**src/hw/rtl/assert_macros.svh**
```systemverilog
// assertion macros used by the rtl top level
// expects a clock named clk and an active-high reset named rst in scope
`ifndef ASSERT_MACROS_SVH
`define ASSERT_MACROS_SVH

// property must hold at every clock edge outside reset
`define ASSERT_CLK(name, prop, msg) \
  name: assert property (@(posedge clk) disable iff (rst) (prop)) else $error(msg);

// antecedent at one edge implies consequent at the next edge
`define ASSERT_NEXT(name, ante, cons, msg) \
  name: assert property (@(posedge clk) disable iff (rst) (ante) |=> (cons)) else $error(msg);

`endif

```
**src/hw/rtl/crcfc_pkg.sv**
```systemverilog
// types, codes and crc step functions for the crc8 / crc16 frame checker
// no dependencies
package crcfc_pkg;

  localparam logic [7:0]  NARROW_POLY = 8'h8c;
  localparam logic [15:0] WIDE_POLY   = 16'h8408;

  // output queue depth and the most beats one input beat can cause
  localparam int unsigned QUEUE_DEPTH = 4;
  localparam int unsigned MAX_BURST   = 3;

  typedef enum logic [1:0] {
    STATUS_OK       = 2'd0,
    STATUS_SHORT    = 2'd1,
    STATUS_MISMATCH = 2'd2
  } frame_status_t;

  typedef enum logic [1:0] {
    REG_USE_WIDE    = 2'd0,
    REG_GEN_MODE    = 2'd1,
    REG_NARROW_SEED = 2'd2,
    REG_WIDE_SEED   = 2'd3
  } cfg_reg_t;

  typedef struct packed {
    logic [7:0]  data;
    logic        last;
    logic        check_byte;
    logic [1:0]  status;
    logic [15:0] check;
  } result_beat_t;

  // reflected crc-8, one byte
  function automatic logic [7:0] crc8_step(input logic [7:0] crc, input logic [7:0] b);
    logic [7:0] v;
    v = crc ^ b;
    for (int i = 0; i < 8; i++) begin
      v = v[0] ? ((v >> 1) ^ NARROW_POLY) : (v >> 1);
    end
    return v;
  endfunction

  // reflected crc-16 (0x1021), one byte
  function automatic logic [15:0] crc16_step(input logic [15:0] crc, input logic [7:0] b);
    logic [15:0] v;
    v = crc ^ {8'h00, b};
    for (int i = 0; i < 8; i++) begin
      v = v[0] ? ((v >> 1) ^ WIDE_POLY) : (v >> 1);
    end
    return v;
  endfunction

endpackage

```
**src/hw/rtl/crc8_crc16_frame_check.sv**
```systemverilog
// crc8 / crc16 frame checker top level
// depends on crcfc_pkg and assert_macros.svh
//
// Frame bytes arrive one beat at a time with frame_end on the final byte. The
// block keeps a reflected crc-8 (maxim) and a reflected crc-16 (0x1021) side by
// side; use_wide_check picks which one is reported. In verify mode the frame's
// last one (crc-8) or two (crc-16) bytes are the checksum tail, low byte first,
// and one status beat comes out at frame end: ok, too short (two bytes or fewer)
// or mismatch. In generate mode every byte is echoed and the checksum bytes are
// appended after the last byte, low byte first; a crc-8 frame of one data byte
// gets no check byte. Seeds are loaded at the first byte of every frame.
// The crc step is a combinational bitwise loop between the state registers, so
// one byte is taken per clock unless in_stall. Result beats go into a four-entry
// output queue; the input is stalled while more than one beat is queued, so
// single-result traffic runs at one byte per clock unless out_stall; a
// generate-mode frame end (up to three result beats) stalls the input. The
// configuration must be written only while idle; the block does not enforce it.
module crc8_crc16_frame_check
  import crcfc_pkg::*;
(
  input  logic        clk,
  input  logic        rst,
  // configuration write port
  input  logic        cfg_wr_en,
  input  logic [1:0]  cfg_index,
  input  logic [15:0] cfg_data,
  // input beats
  input  logic        in_valid,
  output logic        in_stall,
  input  logic [7:0]  data_byte,
  input  logic        frame_end,
  // result beats
  output logic        out_valid,
  input  logic        out_stall,
  output logic [7:0]  out_byte,
  output logic        out_last,
  output logic        is_check_byte,
  output logic [1:0]  frame_status,
  output logic [15:0] computed_check
);

  `include "assert_macros.svh"

  localparam int unsigned PTR_W = $clog2(QUEUE_DEPTH);
  localparam int unsigned CNT_W = $clog2(QUEUE_DEPTH + 1);
  localparam int unsigned BST_W = $clog2(MAX_BURST + 1);

  // configuration registers
  logic        use_wide_check;
  logic        generate_mode;
  logic [7:0]  narrow_seed;
  logic [15:0] wide_seed;

  // running frame state
  logic [7:0]  narrow_running;
  logic [15:0] wide_running;
  logic [15:0] wide_one_back;
  logic [7:0]  previous_byte;
  logic [1:0]  byte_count;

  // output queue
  result_beat_t     queue [QUEUE_DEPTH];
  logic [PTR_W-1:0] wr_ptr;
  logic [PTR_W-1:0] rd_ptr;
  logic [CNT_W-1:0] count;
  logic [CNT_W-1:0] count_next;

  logic in_acc;
  logic out_acc;
  logic verify_inner_acc;

  // state as seen by this beat: seeds replace it at a frame start
  logic [7:0]  base_narrow;
  logic [15:0] base_wide;
  logic [15:0] base_one_back;
  logic [7:0]  base_prev;
  logic [1:0]  base_count;

  logic [7:0]  narrow_running_next;
  logic [15:0] wide_running_next;
  logic [1:0]  byte_count_next;
  logic [15:0] run;
  logic        wide_ok;
  logic        narrow_ok;

  result_beat_t     burst [MAX_BURST];
  logic [BST_W-1:0] burst_len;

  // ---------------------------------------------------------------------------
  // configuration
  // ---------------------------------------------------------------------------
  always_ff @(posedge clk) begin
    if (rst) begin
      use_wide_check <= 1'b1;
      generate_mode  <= 1'b0;
      narrow_seed    <= 8'hff;
      wide_seed      <= 16'hffff;
    end else if (cfg_wr_en) begin
      case (cfg_reg_t'(cfg_index))
        REG_USE_WIDE:    use_wide_check <= cfg_data[0];
        REG_GEN_MODE:    generate_mode  <= cfg_data[0];
        REG_NARROW_SEED: narrow_seed    <= cfg_data[7:0];
        REG_WIDE_SEED:   wide_seed      <= cfg_data;
        default:         ;
      endcase
    end
  end

  // ---------------------------------------------------------------------------
  // handshakes: stall only on the registered queue fill, never on out_stall
  // ---------------------------------------------------------------------------
  assign in_stall = (count > CNT_W'(QUEUE_DEPTH - MAX_BURST));
  assign in_acc   = in_valid && !in_stall;
  assign out_acc  = out_valid && !out_stall;

  // verify-mode byte that is not the frame's last one
  assign verify_inner_acc = in_acc && !generate_mode && !frame_end;

  // ---------------------------------------------------------------------------
  // one crc step per accepted byte
  // ---------------------------------------------------------------------------
  always_comb begin
    if (byte_count == 2'd0) begin
      base_narrow   = narrow_seed;
      base_wide     = wide_seed;
      base_one_back = wide_seed;
      base_prev     = 8'h00;
      base_count    = 2'd0;
    end else begin
      base_narrow   = narrow_running;
      base_wide     = wide_running;
      base_one_back = wide_one_back;
      base_prev     = previous_byte;
      base_count    = byte_count;
    end

    narrow_running_next = crc8_step(base_narrow, data_byte);
    wide_running_next   = crc16_step(base_wide, data_byte);
    byte_count_next     = (base_count == 2'd3) ? 2'd3 : base_count + 2'd1;
    run = use_wide_check ? wide_running_next : {8'h00, narrow_running_next};

    // tail compare: crc16 two bytes back, crc8 one byte back
    wide_ok   = (base_one_back[7:0] == base_prev) && (base_one_back[15:8] == data_byte);
    narrow_ok = (base_narrow == data_byte);
  end

  // result beats caused by this byte
  always_comb begin
    for (int k = 0; k < MAX_BURST; k++) begin
      burst[k] = '{data: 8'h00, last: 1'b0, check_byte: 1'b0,
                   status: STATUS_OK, check: 16'h0000};
    end
    burst_len = '0;

    if (generate_mode) begin
      burst[0] = '{data: data_byte,
                   last: frame_end && !use_wide_check && (byte_count_next < 2'd2),
                   check_byte: 1'b0, status: STATUS_OK, check: run};
      burst[1] = '{data: run[7:0], last: !use_wide_check, check_byte: 1'b1,
                   status: STATUS_OK, check: run};
      burst[2] = '{data: run[15:8], last: 1'b1, check_byte: 1'b1,
                   status: STATUS_OK, check: run};
      if (!frame_end) begin
        burst_len = BST_W'(1);
      end else if (use_wide_check) begin
        burst_len = BST_W'(3);
      end else if (byte_count_next >= 2'd2) begin
        burst_len = BST_W'(2);
      end else begin
        burst_len = BST_W'(1);
      end
    end else if (frame_end) begin
      burst_len = BST_W'(1);
      if (byte_count_next <= 2'd2) begin
        burst[0] = '{data: 8'h00, last: 1'b1, check_byte: 1'b0,
                     status: STATUS_SHORT, check: 16'h0000};
      end else if (use_wide_check) begin
        burst[0] = '{data: 8'h00, last: 1'b1, check_byte: 1'b0,
                     status: wide_ok ? STATUS_OK : STATUS_MISMATCH,
                     check: base_one_back};
      end else begin
        burst[0] = '{data: 8'h00, last: 1'b1, check_byte: 1'b0,
                     status: narrow_ok ? STATUS_OK : STATUS_MISMATCH,
                     check: {8'h00, base_narrow}};
      end
    end
  end

  // frame state registers; frame end clears the count so the next byte reseeds
  always_ff @(posedge clk) begin
    if (rst) begin
      byte_count <= 2'd0;
    end else if (in_acc) begin
      byte_count <= frame_end ? 2'd0 : byte_count_next;
    end
  end

  always_ff @(posedge clk) begin
    if (in_acc) begin
      narrow_running <= narrow_running_next;
      wide_running   <= wide_running_next;
      wide_one_back  <= base_wide;
      previous_byte  <= data_byte;
    end
  end

  // ---------------------------------------------------------------------------
  // output queue
  // ---------------------------------------------------------------------------
  always_comb begin
    count_next = count;
    if (in_acc) begin
      count_next = count_next + CNT_W'(burst_len);
    end
    if (out_acc) begin
      count_next = count_next - CNT_W'(1);
    end
  end

  always_ff @(posedge clk) begin
    if (rst) begin
      wr_ptr <= '0;
      rd_ptr <= '0;
      count  <= '0;
    end else begin
      if (in_acc) begin
        wr_ptr <= wr_ptr + PTR_W'(burst_len);
      end
      if (out_acc) begin
        rd_ptr <= rd_ptr + PTR_W'(1);
      end
      count <= count_next;
    end
  end

  always_ff @(posedge clk) begin
    for (int k = 0; k < MAX_BURST; k++) begin
      if (in_acc && (BST_W'(k) < burst_len)) begin
        queue[wr_ptr + PTR_W'(k)] <= burst[k];
      end
    end
  end

  assign out_valid      = (count != '0);
  assign out_byte       = queue[rd_ptr].data;
  assign out_last       = queue[rd_ptr].last;
  assign is_check_byte  = queue[rd_ptr].check_byte;
  assign frame_status   = queue[rd_ptr].status;
  assign computed_check = queue[rd_ptr].check;

  // ---------------------------------------------------------------------------
  // assertions
  // ---------------------------------------------------------------------------
  `ASSERT_CLK(a_queue_bound, count <= CNT_W'(QUEUE_DEPTH), "output queue overfilled")
  `ASSERT_NEXT(a_gen_echo, in_acc && generate_mode, out_valid, "generate beat produced no echo")
  `ASSERT_NEXT(a_verify_end, in_acc && !generate_mode && frame_end, out_valid, "no status beat")
  `ASSERT_NEXT(a_verify_inner, verify_inner_acc && !out_acc, $stable(count), "inner byte beat")

endmodule
```
**config.mk**
```make
export PLATFORM = sky130hd
export DESIGN_NAME = crc8_crc16_frame_check
export DESIGN_NICKNAME = d
export VERILOG_FILES = /design/src/hw/rtl/crcfc_pkg.sv /design/src/hw/rtl/crc8_crc16_frame_check.sv
export VERILOG_INCLUDE_DIRS = /design/src /design/src/hw/rtl
export SDC_FILE = /design/constraint.sdc
export NUM_CORES = 1
export LEC_CHECK = 0
export BUFFER_PORTS_ARGS = -buffer_cell sky130_fd_sc_hd__buf_2
export CAP_MARGIN = 20
export CORE_MARGIN = 2
export CORE_UTILIZATION = 55
export CTS_CLUSTER_DIAMETER = 80
export DETAILED_ROUTE_END_ITERATION = 7
export GPL_TIMING_DRIVEN = 0
export PLACE_DENSITY = 0.73
export SETUP_SLACK_MARGIN = 0.4
export SLEW_MARGIN = 20
export SYNTH_ARGS = -nofsm -noshare
export SYNTH_HDL_FRONTEND = slang
export SYNTH_SLANG_ARGS = --single-unit
export TNS_END_PERCENT = 1
```
**constraint.sdc**
```tcl
create_clock -name clk -period 5.85 [get_ports clk]
set_clock_uncertainty 0.15 [all_clocks]
set_input_delay 0.8775 -clock clk [delete_from_list [all_inputs] [get_ports clk]]
set_output_delay 0.8775 -clock clk [all_outputs]
set_load 0.05 [all_outputs]
```
==> results.toml <==
[outcome]
status = "finished, final reports clean"

[synth]
netlist_area_sq_mm = 0.0103
synth_fa_ha_area_frac = 0.00560
synth.distinct_cells = 74
synth_compound_area_frac = 0.112
synth.avg_cell_area_sq_um = 11.7
muxShareOfSynthArea = 0.0996
synth_seq_cells = 197
synthCells = 875
synth.area.top_cells = "edfxtp_1 44%, dfxtp_1 8.8%, mux4_2 6.1%, nand2_1 4.9%, xnor2_1 3.1%"
synth_top_family_by_area = "simple AND/OR/NAND/NOR gates"
synth_xor_area_frac = 0.0823
synth_area_leader_cell = "edfxtp_1"
ys_seq_area_frac = 0.532
synth_flop_cell = "edfxtp_1"
synth-simple-area-share = 0.134
synth_edf_count = 152
async_reset_ff_frac = 0
yosys_warnings = 0
syn_nets = 911
yosysTopAreaCellShare = 0.444

[detailed_routing]
viasPerCell = 6.34
wl_met2_um = 14200
drtIter0Drc = 860
routed_wl_um = 30100
met1_length_um = 12300
highest_layer = "met4"
dr_total_vias = 7594
routed-wl-met3_um = 2450
wl_per_cell_um = 25.1
drtAntennaViolNets = 0
drcViolationCount = 0
firstDrtPassIters = 6

[timing]
slew_headroom = 0.287
rsz0062_at_grt = "no"
period_needed_ns = 4.16
setup_viol_count_final = 0
finalSetupTns_ns = 0
hold_viol = 0
tightest_slew_ns = 1.07
final_max_slew_viol_count = 0
finalCritPeriodShare = 0.710
whs_ns = 0.304
fmax_mhz = 241

[setup_path]
slowest_delay_ns = 0.71
critPathMaxFanout = 26
crit_top_cell = "nor2_1"
worstSetupPathType = "flop to flop"
end_kind = "flop"
critical_path_required_ns = 5.78
path_cells = "buf_6 > clkbuf_1 > o21ai_0 > o22a_1 > nor2_1 > nor2_1 > nor2_1 > clkbuf_1 > inv_2"
worst_path_max_delay_cell = "nor2_1"
crit_arrival_ns = 4.09
crit_path_start_kind = "flop"

[pwr]
leakage_uw = 0.00393
power.density_mw_per_mm2 = 442
ir_drop_uv = 233

[clocking]
cts_tree = "yes"
postCtsHoldBufs = 0
cts_root_buf = "clkbuf_16"
numCtsBuffers = 17
clockBufferDepth = 2
cts.repair.resized = 0
htreeDepth = 4
post_cts_buffers = 0
clkLatencyLatePin_ns = 0.44
clock_sinks = 197
path_clk_slew_ns = 0.07

[min_path]
hp-class = "flop to flop"

[global_routing]
gr-total-overflow = 0
gr-usage-all-layers = 0.312
grt_pass1_wl_um = 45300
antenna_found_initial = 0
grt_pass1_vias = 7200
grt_max_degree = 45

[final_layout]
area.growth.synth_to_final_pct = 11.4
ff_latch_area_sq_mm = 0.00547
drive_gt1_frac = 0.174
multiInputGateArea_sq_mm = 0.00445
fin_cells = 1197
final_nets = 991
fin_util = 0.631
antenna_cells = 0
nFillCells = 1437

[placed_design]
hpwl_um = 21900
place_inst = 1165
place.gp.congestion = 0.943
port_buffers = 60

[floorplanning]
die_w_um = 141
start_util = 0.566
die_height_um = 141
row_count = 49
core-area_sq_mm = 0.0181
die_area_sq_mm = 0.0198
io_pins = 62

[job]
maxCapViolCount = 0
## per-stage QoR
stage                     setup WS (ns)  instance area, sq um  total power (uW)
after floorplan                    1.40                 10300              3420
after global placement           -0.413                 10900              3880
after detailed placement           1.62                 10900              3910
after CTS                          1.68                 11400              5030
after global routing               1.55                 11400              5230
final                              1.69                 11400              5050
## placed cells by master (no fill, tap or decap), types with 4 or more instances in the layout
master and instances:
xnor2_2 4, xnor2_1 36, o211ai_1 7, inv_1 34, o22ai_1 6, xor2_2 4
o221ai_1 26, mux2i_2 4, inv_2 4, nor2b_1 6, nor3_1 7, nand3b_1 24
clkbuf_1 36, nand3_1 21, mux4_2 28, o21ai_1 5, nor3b_1 8, xor2_1 6
a21oi_1 57, nand2b_1 4, nand2_1 134, o21a_1 7, dfxtp_1 45, buf_1 7
a22oi_1 7, xnor2_4 4, and2_1 6, o21ai_0 19, nor2_1 69, clkbuf_16 19
edfxtp_1 152, a31oi_1 7, buf_2 65, mux2i_1 15, xnor3_1 6, mux2i_4 5
## final timing paths
path / from / endpoint / slack (ns) / cells past startpoint
worst max-delay path: byte_count[1] / queue[0][1] / 1.69 / 9
worst min-delay path: queue[3][17] / queue[3][17] / 0.30 / 2
worst max register to register: byte_count[1] / queue[0][1] / 1.69 / 9
worst min register to register: queue[3][17] / queue[3][17] / 0.30 / 2
## critical path, delay by kind of cell, from the launching register on
| family | cells | cell delay (ns) |
|---|---|---|
| AO/OA/AOI/OAI | 2 | 0.54 |
| buffers and inverters | 4 | 1.66 |
| flip-flops | 1 | 0.33 |
| AND/OR/NAND/NOR | 3 | 1.09 |
## per-layer routing
metal	up-vias	GRT usage
met4	0	0.114
met3	73	0.0520
li1	3385	-
met2	431	0.501
met5	-	0
met1	3705	0.434
## area by class of cell
cell class,instances,share of cell area
Timing Repair Buffer,61,0.0280
Inverter,40,0.0132
Multi-Input combinational cell,592,0.389
Tap cell,229,0.0250
Buffer,46,0.0179
Clock buffer,24,0.0432
Clock inverter,8,0.00590
Sequential cell,197,0.478
## report_power, final
part	internal, uW	switching (uW)	total (uW)	leakage [uW]
clock network	602	533	1140	0.000268
logic	682	1330	2010	0.00190
registers	1800	106	1910	0.00176
total	3080	1970	5050	0.00393
## synth_stat cells (all sizes together), types with 7 or more instances
master    n
xnor3     7
a21oi    57
buf      15
dfxtp    45
inv      38
nand2   134
xnor2    44
xor2     12
nor3b     8
nand3    21
nor3      9
a22oi     7
nand3b   24
edfxtp  152
clkbuf   31
a31oi     7
mux2i    24
nor2     69
o211ai   10
o221ai   26
o21ai    25
mux4     28
o21a      7
## registers in the layout, indices dropped and copies added (netlist names), named ones only
| register | cells |
|---|---|
| narrow_running | 8 |
| wide_seed | 16 |
| count | 3 |
| byte_count | 2 |
| wide_one_back | 16 |
| generate_mode | 1 |
| queue | 112 |
| wr_ptr | 2 |
| use_wide_check | 1 |
| narrow_seed | 8 |
| previous_byte | 8 |
| wide_running | 16 |
| rd_ptr | 2 |
## kinds of logic (layout without fill, tap and decap cells)
family	after synthesis	after routing
multiplexers	58	58
adder cells (fa/ha/maj)	4	4
buffers and inverters	86	179
AO/OA/AOI/OAI	168	168
XOR/XNOR	64	64
AND/OR/NAND/NOR	298	298
flip-flops	197	197
No activity file was read; power rests on OpenSTA's default activity.
